`src/design/mhpq_pkg.sv`:
```
// package for the min-heap priority queue
// holds operation and status codes and the fixed port widths; no dependencies
package mhpq_pkg;

   localparam int KEY_OUT_W = 32;
   localparam int DELTA_W   = 32;
   localparam int POS_W     = 5;
   localparam int COUNT_W   = 5;

   typedef enum logic [1:0] {
      OP_INSERT  = 2'd0,
      OP_EXTRACT = 2'd1,
      OP_PEEK    = 2'd2,
      OP_ADJUST  = 2'd3
   } op_type;

   typedef enum logic [1:0] {
      ST_OK      = 2'd0,
      ST_EMPTY   = 2'd1,
      ST_FULL    = 2'd2,
      ST_BAD_POS = 2'd3
   } status_type;

endpackage

```
`src/design/min_heap_priority_queue.sv`:
```
// min-heap priority queue: key memory, sift sequencer and one shared compare unit
// depends on mhpq_pkg
//
// One operation is taken when start is high and busy is low; exactly one result
// follows, shown for a single cycle with rsp_valid, and the receiver cannot stall
// it. Failed operations answer in the cycle after the transfer. Peek answers from
// S_PEEK_LD with the root. Insert climbs from the new last slot, one level per
// S_UP_RD and S_UP_CMP pass; extract and adjust load in S_EXT_LD or S_ADJ_LD, then
// walk down (or up for a decreased key) one level per read and compare pass.
// Each heap level costs a read state for the key memory's registered read and a
// compare-and-write state. No clearing pass runs after reset; keys read from slots
// at or above the count are never used.
module min_heap_priority_queue
   import mhpq_pkg::*;
#(
   parameter int CAPACITY  = 16,
   parameter int KEY_WIDTH = 32
) (
   input  logic                        clock,
   input  logic                        reset,
   input  logic                        start,
   output logic                        busy,
   input  op_type                      req_operation,
   input  logic signed [KEY_OUT_W-1:0] req_new_key,
   input  logic [POS_W-1:0]            req_position,
   input  logic signed [DELTA_W-1:0]   req_delta,
   output logic                        rsp_valid,
   output logic signed [KEY_OUT_W-1:0] rsp_min_value,
   output status_type                  rsp_status,
   output logic [COUNT_W-1:0]          rsp_count
);

   localparam int IW = $clog2(CAPACITY);
   localparam int CW = $clog2(CAPACITY + 1);
   localparam int LW = CW + 1;
   localparam int PW = (CW > POS_W) ? CW : POS_W;
   localparam int SW = ((KEY_WIDTH > DELTA_W) ? KEY_WIDTH : DELTA_W) + 1;
   localparam logic signed [SW-1:0] KEY_MAX_EXT =
      $signed({1'b0, {(SW-1){1'b1}}}) >>> (SW - KEY_WIDTH);
   localparam logic signed [SW-1:0] KEY_MIN_EXT = ~KEY_MAX_EXT;

   typedef enum logic [3:0] {
      S_IDLE,
      S_PEEK_LD,
      S_EXT_LD,
      S_ADJ_LD,
      S_UP_RD,
      S_UP_CMP,
      S_DN_RD,
      S_DN_CMP
   } state_type;

   state_type                    state_ff;
   logic [CW-1:0]                count_ff;
   logic [IW-1:0]                hole_ff;
   logic signed [KEY_WIDTH-1:0]  cur_ff;
   logic signed [KEY_WIDTH-1:0]  min_ff;
   logic signed [DELTA_W-1:0]    delta_ff;
   logic                         rsp_valid_ff;
   logic signed [KEY_OUT_W-1:0]  rsp_min_value_ff;
   status_type                   rsp_status_ff;
   logic [COUNT_W-1:0]           rsp_count_ff;

   // key memory, two registered read ports, one write port
   logic signed [KEY_WIDTH-1:0]  mem [CAPACITY];
   logic signed [KEY_WIDTH-1:0]  rd_a_ff;
   logic signed [KEY_WIDTH-1:0]  rd_b_ff;
   logic [IW-1:0]                ra_a;
   logic [IW-1:0]                ra_b;
   logic                         mem_we;
   logic [IW-1:0]                mem_wa;
   logic signed [KEY_WIDTH-1:0]  mem_wd;

   logic [IW-1:0]                parent_idx;
   logic [LW-1:0]                l_idx;
   logic [LW-1:0]                r_idx;
   logic                         l_ok;
   logic                         r_ok;
   logic [PW-1:0]                pos_ext;
   logic                         pos_bad;
   logic [IW-1:0]                adj_idx;
   logic signed [KEY_WIDTH-1:0]  ins_key;
   logic signed [SW-1:0]         adj_sum;
   logic signed [KEY_WIDTH-1:0]  adj_key;
   logic                         up_move;
   logic                         l_less;
   logic signed [KEY_WIDTH-1:0]  best_val;
   logic                         pick_r;
   logic                         dn_move;
   logic [IW-1:0]                child_idx;
   logic signed [KEY_WIDTH-1:0]  child_val;

   function automatic logic signed [KEY_WIDTH-1:0] clamp_key(input logic signed [SW-1:0] v);
      logic signed [KEY_WIDTH-1:0] r;
      if (v > KEY_MAX_EXT) begin
         r = KEY_WIDTH'(KEY_MAX_EXT);
      end else if (v < KEY_MIN_EXT) begin
         r = KEY_WIDTH'(KEY_MIN_EXT);
      end else begin
         r = KEY_WIDTH'(v);
      end
      return r;
   endfunction

   // index arithmetic
   assign parent_idx = (hole_ff - IW'(1)) >> 1;
   assign l_idx      = LW'({hole_ff, 1'b1});
   assign r_idx      = l_idx + LW'(1);
   assign l_ok       = l_idx < LW'(count_ff);
   assign r_ok       = r_idx < LW'(count_ff);
   assign pos_ext    = PW'(req_position);
   assign pos_bad    = (pos_ext == '0) || (pos_ext > PW'(count_ff));
   assign adj_idx    = IW'(pos_ext - PW'(1));

   // key arithmetic: clamp on insert, saturating add on adjust
   assign ins_key = clamp_key(SW'(req_new_key));
   assign adj_sum = SW'(rd_a_ff) + SW'(delta_ff);
   assign adj_key = clamp_key(adj_sum);

   // shared compare unit
   assign up_move   = cur_ff < rd_a_ff;
   assign l_less    = rd_a_ff < cur_ff;
   assign best_val  = l_less ? rd_a_ff : cur_ff;
   assign pick_r    = r_ok && (rd_b_ff < best_val);
   assign dn_move   = pick_r || l_less;
   assign child_idx = pick_r ? IW'(r_idx) : IW'(l_idx);
   assign child_val = pick_r ? rd_b_ff : rd_a_ff;

   // memory addressing and write-back
   always_comb begin
      ra_a   = '0;
      ra_b   = '0;
      mem_we = 1'b0;
      mem_wa = hole_ff;
      mem_wd = cur_ff;
      unique case (state_ff)
         S_IDLE: begin
            ra_a = (req_operation == OP_ADJUST) ? adj_idx : '0;
            ra_b = IW'(count_ff - CW'(1));
         end
         S_UP_RD: begin
            ra_a   = parent_idx;
            mem_we = (hole_ff == '0);
         end
         S_UP_CMP: begin
            mem_we = 1'b1;
            mem_wd = up_move ? rd_a_ff : cur_ff;
         end
         S_DN_RD: begin
            ra_a   = IW'(l_idx);
            ra_b   = r_ok ? IW'(r_idx) : IW'(l_idx);
            mem_we = !l_ok;
         end
         S_DN_CMP: begin
            mem_we = 1'b1;
            mem_wd = dn_move ? child_val : cur_ff;
         end
         default: begin
            mem_we = 1'b0;
         end
      endcase
   end

   always_ff @(posedge clock) begin
      if (mem_we) begin
         mem[mem_wa] <= mem_wd;
      end
      rd_a_ff <= mem[ra_a];
      rd_b_ff <= mem[ra_b];
   end

   always_ff @(posedge clock) begin
      if (reset) begin
         state_ff     <= S_IDLE;
         count_ff     <= '0;
         rsp_valid_ff <= 1'b0;
      end else begin
         rsp_valid_ff <= 1'b0;
         unique case (state_ff)
            S_IDLE: begin
               if (start) begin
                  min_ff        <= '0;
                  delta_ff      <= req_delta;
                  rsp_status_ff <= ST_OK;
                  unique case (req_operation)
                     OP_INSERT: begin
                        if (count_ff == CW'(CAPACITY)) begin
                           rsp_valid_ff     <= 1'b1;
                           rsp_status_ff    <= ST_FULL;
                           rsp_min_value_ff <= '0;
                           rsp_count_ff     <= COUNT_W'(count_ff);
                        end else begin
                           cur_ff   <= ins_key;
                           hole_ff  <= IW'(count_ff);
                           count_ff <= count_ff + CW'(1);
                           state_ff <= S_UP_RD;
                        end
                     end
                     OP_EXTRACT: begin
                        if (count_ff == '0) begin
                           rsp_valid_ff     <= 1'b1;
                           rsp_status_ff    <= ST_EMPTY;
                           rsp_min_value_ff <= '0;
                           rsp_count_ff     <= COUNT_W'(count_ff);
                        end else begin
                           count_ff <= count_ff - CW'(1);
                           state_ff <= S_EXT_LD;
                        end
                     end
                     OP_PEEK: begin
                        if (count_ff == '0) begin
                           rsp_valid_ff     <= 1'b1;
                           rsp_status_ff    <= ST_EMPTY;
                           rsp_min_value_ff <= '0;
                           rsp_count_ff     <= COUNT_W'(count_ff);
                        end else begin
                           state_ff <= S_PEEK_LD;
                        end
                     end
                     OP_ADJUST: begin
                        if (pos_bad) begin
                           rsp_valid_ff     <= 1'b1;
                           rsp_status_ff    <= ST_BAD_POS;
                           rsp_min_value_ff <= '0;
                           rsp_count_ff     <= COUNT_W'(count_ff);
                        end else begin
                           hole_ff  <= adj_idx;
                           state_ff <= S_ADJ_LD;
                        end
                     end
                     default: begin
                        state_ff <= S_IDLE;
                     end
                  endcase
               end
            end
            S_PEEK_LD: begin
               rsp_valid_ff     <= 1'b1;
               rsp_min_value_ff <= KEY_OUT_W'(SW'(rd_a_ff));
               rsp_count_ff     <= COUNT_W'(count_ff);
               state_ff         <= S_IDLE;
            end
            S_EXT_LD: begin
               // root leaves, last entry starts its walk down from the root
               min_ff   <= rd_a_ff;
               cur_ff   <= rd_b_ff;
               hole_ff  <= '0;
               state_ff <= S_DN_RD;
            end
            S_ADJ_LD: begin
               cur_ff   <= adj_key;
               state_ff <= (adj_key < rd_a_ff) ? S_UP_RD : S_DN_RD;
            end
            S_UP_RD: begin
               if (hole_ff == '0) begin
                  rsp_valid_ff     <= 1'b1;
                  rsp_min_value_ff <= KEY_OUT_W'(SW'(min_ff));
                  rsp_count_ff     <= COUNT_W'(count_ff);
                  state_ff         <= S_IDLE;
               end else begin
                  state_ff <= S_UP_CMP;
               end
            end
            S_UP_CMP: begin
               if (up_move) begin
                  hole_ff  <= parent_idx;
                  state_ff <= S_UP_RD;
               end else begin
                  rsp_valid_ff     <= 1'b1;
                  rsp_min_value_ff <= KEY_OUT_W'(SW'(min_ff));
                  rsp_count_ff     <= COUNT_W'(count_ff);
                  state_ff         <= S_IDLE;
               end
            end
            S_DN_RD: begin
               if (!l_ok) begin
                  rsp_valid_ff     <= 1'b1;
                  rsp_min_value_ff <= KEY_OUT_W'(SW'(min_ff));
                  rsp_count_ff     <= COUNT_W'(count_ff);
                  state_ff         <= S_IDLE;
               end else begin
                  state_ff <= S_DN_CMP;
               end
            end
            S_DN_CMP: begin
               if (dn_move) begin
                  hole_ff  <= child_idx;
                  state_ff <= S_DN_RD;
               end else begin
                  rsp_valid_ff     <= 1'b1;
                  rsp_min_value_ff <= KEY_OUT_W'(SW'(min_ff));
                  rsp_count_ff     <= COUNT_W'(count_ff);
                  state_ff         <= S_IDLE;
               end
            end
            default: begin
               state_ff <= S_IDLE;
            end
         endcase
      end
   end

   assign busy          = (state_ff != S_IDLE);
   assign rsp_valid     = rsp_valid_ff;
   assign rsp_min_value = rsp_min_value_ff;
   assign rsp_status    = rsp_status_ff;
   assign rsp_count     = rsp_count_ff;

   // count never passes the capacity
   a_count_bound: assert property (@(posedge clock) disable iff (reset)
      count_ff <= CW'(CAPACITY))
      else $error("heap count above capacity");

   // every multi-cycle operation ends with a result
   a_done_strobe: assert property (@(posedge clock) disable iff (reset)
      $fell(busy) |-> rsp_valid)
      else $error("operation finished without a result");

   // insert into a full heap is rejected with full status without going busy
   a_full_reject: assert property (@(posedge clock) disable iff (reset)
      (start && !busy && req_operation == OP_INSERT && count_ff == CW'(CAPACITY))
      |=> (rsp_valid && rsp_status == ST_FULL && !busy))
      else $error("insert into full heap not rejected");

   // the key memory is written only during an operation
   a_write_busy: assert property (@(posedge clock) disable iff (reset)
      mem_we |-> busy)
      else $error("key memory written while idle");

endmodule

```
`config.mk`:
```
export PLATFORM = sky130hd
export DESIGN_NAME = min_heap_priority_queue
export DESIGN_NICKNAME = d
export VERILOG_FILES = /design/src/design/mhpq_pkg.sv /design/src/design/min_heap_priority_queue.sv
export SDC_FILE = /design/constraint.sdc
export NUM_CORES = 1
export LEC_CHECK = 0
export BUFFER_PORTS_ARGS = -buffer_cell sky130_fd_sc_hd__buf_4
export CAP_MARGIN = 0
export CORE_ASPECT_RATIO = 0.8
export CORE_MARGIN = 8
export CORE_UTILIZATION = 65
export CTS_CLUSTER_DIAMETER = 30
export DETAILED_ROUTE_END_ITERATION = 10
export PLACE_DENSITY = 0.88
export SLEW_MARGIN = 20
export SYNTH_ARGS = -nofsm -noshare
export SYNTH_HDL_FRONTEND = slang
export SYNTH_SLANG_ARGS = --single-unit
```
`constraint.sdc`:
```
create_clock -name clock -period 13.6 [get_ports clock]
set_clock_uncertainty 0.2 [all_clocks]
set_input_delay 0.68 -clock clock [delete_from_list [all_inputs] [get_ports clock]]
set_output_delay 0.68 -clock clock [all_outputs]
set_load 0.02 [all_outputs]
```
==> results.json <==
{
  "drv_cap": 0,
  "p_leak_nw": 17.0,
  "grt_pass1_wl_um": 168000,
  "synth_top_area_share": 0.509,
  "wl_per_cell_um": 28.9,
  "hold_viol_final": 0,
  "place.gp.congestion": 0.962,
  "rr_startpoint": "cur_ff[31]$_DFFE_PP_",
  "hpwlAfterDp_um": 65000,
  "p_comb_frac": 0.280,
  "clk_pin_slew_worst_paths_ps": 50,
  "outcome": "completed",
  "max_stage_delay_ps": 760,
  "viasPerCell": 7.01,
  "worstSetupEndpoint": "rsp_min_value[7]$_DFFE_PP_",
  "cts.htree.levels": 3,
  "endpoint_kind": "register",
  "synth_edf_count": 651,
  "drv_slew": 0,
  "worst_pin_slew_ps": 1410,
  "slowest_stage": "and3_2",
  "path_class": "reg -> reg",
  "synth_warnings": 0,
  "fp.dieH_um": 233,
  "die-area_mm2": 0.0671,
  "placementRows": 79,
  "rsz0062_at_grt": "no",
  "switching_share": 0.332,
  "multi_input_area_mm2": 0.0165,
  "startpoint_type": "register",
  "ys_async_sr_fraction": 0,
  "ant_nets": 0,
  "critical_path_arrival_ps": 8330,
  "crit_fanout": 45,
  "finalCritPeriodShare": 0.606,
  "core_mm2": 0.0583,
  "crit_top_cell": "a21o_1",
  "dp_slack_ps": 5480,
  "first_pass_iters": 6,
  "drt_iter0_drc": 3873,
  "syn-num-nets": 3076,
  "cts_tree": "yes",
  "cts_made_buffers": 120,
  "startpoint": "cur_ff[31]$_DFFE_PP_",
  "clock-root-buffer": "clkbuf_16",
  "p_switching_mw": 2.66,
  "grt_usage": 0.330,
  "final-setup-viol-count": 0,
  "clockBufferDepth": 3,
  "regArea_mm2": 0.0210,
  "avgSynthCellArea_um2": 13.5,
  "ys_seq_area_frac": 0.547,
  "start_util": 0.658,
  "setup_tns_ps": 0,
  "pwr-share-clk": 0.379,
  "fin_util": 0.764,
  "grt_start_max_net_pins": 132,
  "port_buffers": 114,
  "crit_chain": "inv_1 -> ha_1 -> nand4_2 -> nor3_1 -> and4_1 -> o41a_4 -> nor2_4 -> xnor2_4 -> buf_4 -> mux2i_1 -> ha_1 -> a21o_1 -> a21o_1 -> a21o_1 -> a2111oi_0 -> o311ai_0 -> a311oi_2 -> mux2i_4 -> buf_4 -> nand2b_1 -> nand2_1 -> and3_2",
  "synth_ff_type": "edfxtp_1",
  "synth_top_area_cell": "edfxtp_1",
  "hold_path_class": "in -> reg",
  "die_w_um": 288,
  "ff2ff_path_depth": 22,
  "r2r_end": "rsp_min_value[7]$_DFFE_PP_",
  "r2r_setup_slack_ps": 5360,
  "area_growth_pct": 16.0,
  "netlist-cell-type-count": 84,
  "wirelength_um": 112000,
  "n_fill_cell": 3231,
  "p_per_area_mw_per_mm2": 180,
  "ir_worst_vdd_v": 0.000117,
  "synth_seq_cells": 724,
  "synthTopCellsByArea": "edfxtp_1, mux2i_1, mux4_2",
  "clkLatencyLatePin_ps": 690,
  "syn_area_mm2": 0.0384,
  "yosysMostFrequentCell": "edfxtp_1",
  "synthTopCellsByCount": "edfxtp_1, mux2i_1, nand2_1",
  "grt_overflow_total": 0,
  "drive_gt1_frac": 0.180,
  "fin_ws_ps": 5360,
  "remaining_drc_errors": 0,
  "power_frac_seq": 0.341,
  "worst_ep_required_time_ps": 13690,
  "layout.nets": 3220,
  "cts_sinks": 724,
  "grt_pass1_vias": 27700,
  "syn_inst": 2845,
  "max_freq_ghz": 0.121,
  "io_pins": 115,
  "antenna_found_initial": 2,
  "min_period_ps": 8240,
  "slew_headroom": 0.0572,
  "via_count": 27100,
  "p_int_mw": 5.36
}
## how the worst min path moves through the flow
stage	from	end	slack, ps	cells after the start
floorplan	count_ff[1]$_SDFFE_PP0P_	rsp_count[1]$_DFFE_PP_	300	0
global placement	min_ff[1]$_SDFFCE_PP0P_	rsp_min_value[1]$_DFFE_PP_	340	1
detailed placement	min_ff[23]$_SDFFCE_PP0P_	rsp_min_value[23]$_DFFE_PP_	340	1
CTS	req_new_key[7]	cur_ff[7]$_DFFE_PP_	70	2
finish	req_new_key[7]	cur_ff[7]$_DFFE_PP_	90	2
global route	req_new_key[4]	cur_ff[4]$_DFFE_PP_	80	2
## final cells by class
class / count / share of cell area
antenna: 2 / 0.000112
sequential: 724 / 0.472
inverter: 104 / 0.00876
clock inverter: 95 / 0.0215
tap: 769 / 0.0216
multi-input combinational: 1851 / 0.371
clock buffer: 135 / 0.0703
timing repair buffer: 188 / 0.0349
## layout by cell type, fill, tap and decap left out, drive strengths merged, types with 64 or more instances in the layout
cell and n:
edfxtp 651, mux2i 519, nand2 164, ha 156, buf 156, a21oi 153
clkbuf 135, mux4 128, inv 127, nor2 114, dfxtp 73, o21ai 64
## metal layers
| layer | GRT usage | routed length [µm] | vias up |
|---|---|---|---|
| li1 | - | - | 11400 |
| met1 | 0.436 | 41000 | 13300 |
| met2 | 0.513 | 50700 | 2055 |
| met3 | 0.0933 | 15100 | 389 |
| met4 | 0.143 | 5070 | 0 |
| met5 | 0 | 0 | - |
## registers in the layout, summed over array words and instances, names as in the netlist
name	count
rd_b_ff	32
cur_ff	32
rsp_valid	1
hole_ff	4
rd_a_ff	32
count_ff	5
rsp_count	5
rsp_min_value	32
state_ff	3
mem	512
min_ff	32
delta_ff	32
rsp_status	2
## critical path, delay by kind of cell, from the launching register on
kind | cells | cell delay [ps]
xor gates and xnor gates | 1 | 730
buffers and inverters | 3 | 1040
and+or+nand+nor | 7 | 1890
DFF | 1 | 360
AOI/OAI and AO/OA | 7 | 1750
muxes | 2 | 920
adders and majority gates | 2 | 890
## kinds of logic (layout without fill, tap and decap cells)
kind of cell / count (synthesis) / in the layout / share of synthesized area
flops: 724 / 724 / 0.547
mux: 649 / 649 / 0.211
compound gates: 507 / 507 / 0.0888
simple gates: 494 / 494 / 0.0614
buf+inv: 270 / 522 / 0.0296
fa+ha+maj: 159 / 159 / 0.0519
xor+xnor: 42 / 42 / 0.00978
other cells: 0 / 2 / 0
## metrics by stage
step | hold WS, ps | instances | power [mW] | cell area [µm²]
2_1_floorplan | 302 | 2845 | 4.28 | 38400
3_3_place_gp | 338 | 3604 | 4.80 | 40100
3_5_place_dp | 340 | 3604 | 4.88 | 40100
4_1_cts | 67.6 | 3866 | 7.94 | 44500
5_1_grt | 76.0 | 3866 | 8.27 | 44500
6_report | 86.6 | 3868 | 8.02 | 44500
## power by group through the flow
stage / logic (mW) / registers [mW] / clock network [mW]
after CTS: 2.18 / 2.72 / 3.04
after detailed placement: 2.12 / 2.76 / 0
after global routing: 2.39 / 2.73 / 3.15
after global placement: 2.05 / 2.75 / 0
final: 2.25 / 2.73 / 3.04
after floorplan: 1.59 / 2.68 / 0
## repair_timing
item,in CTS,in global routing
endpoints found under the setup margin,0,0
setup buffers,0,0
resized for setup,0,0
endpoints found under the hold margin,32,0
hold buffers,32,0
(Power assumes the default switching activity.)
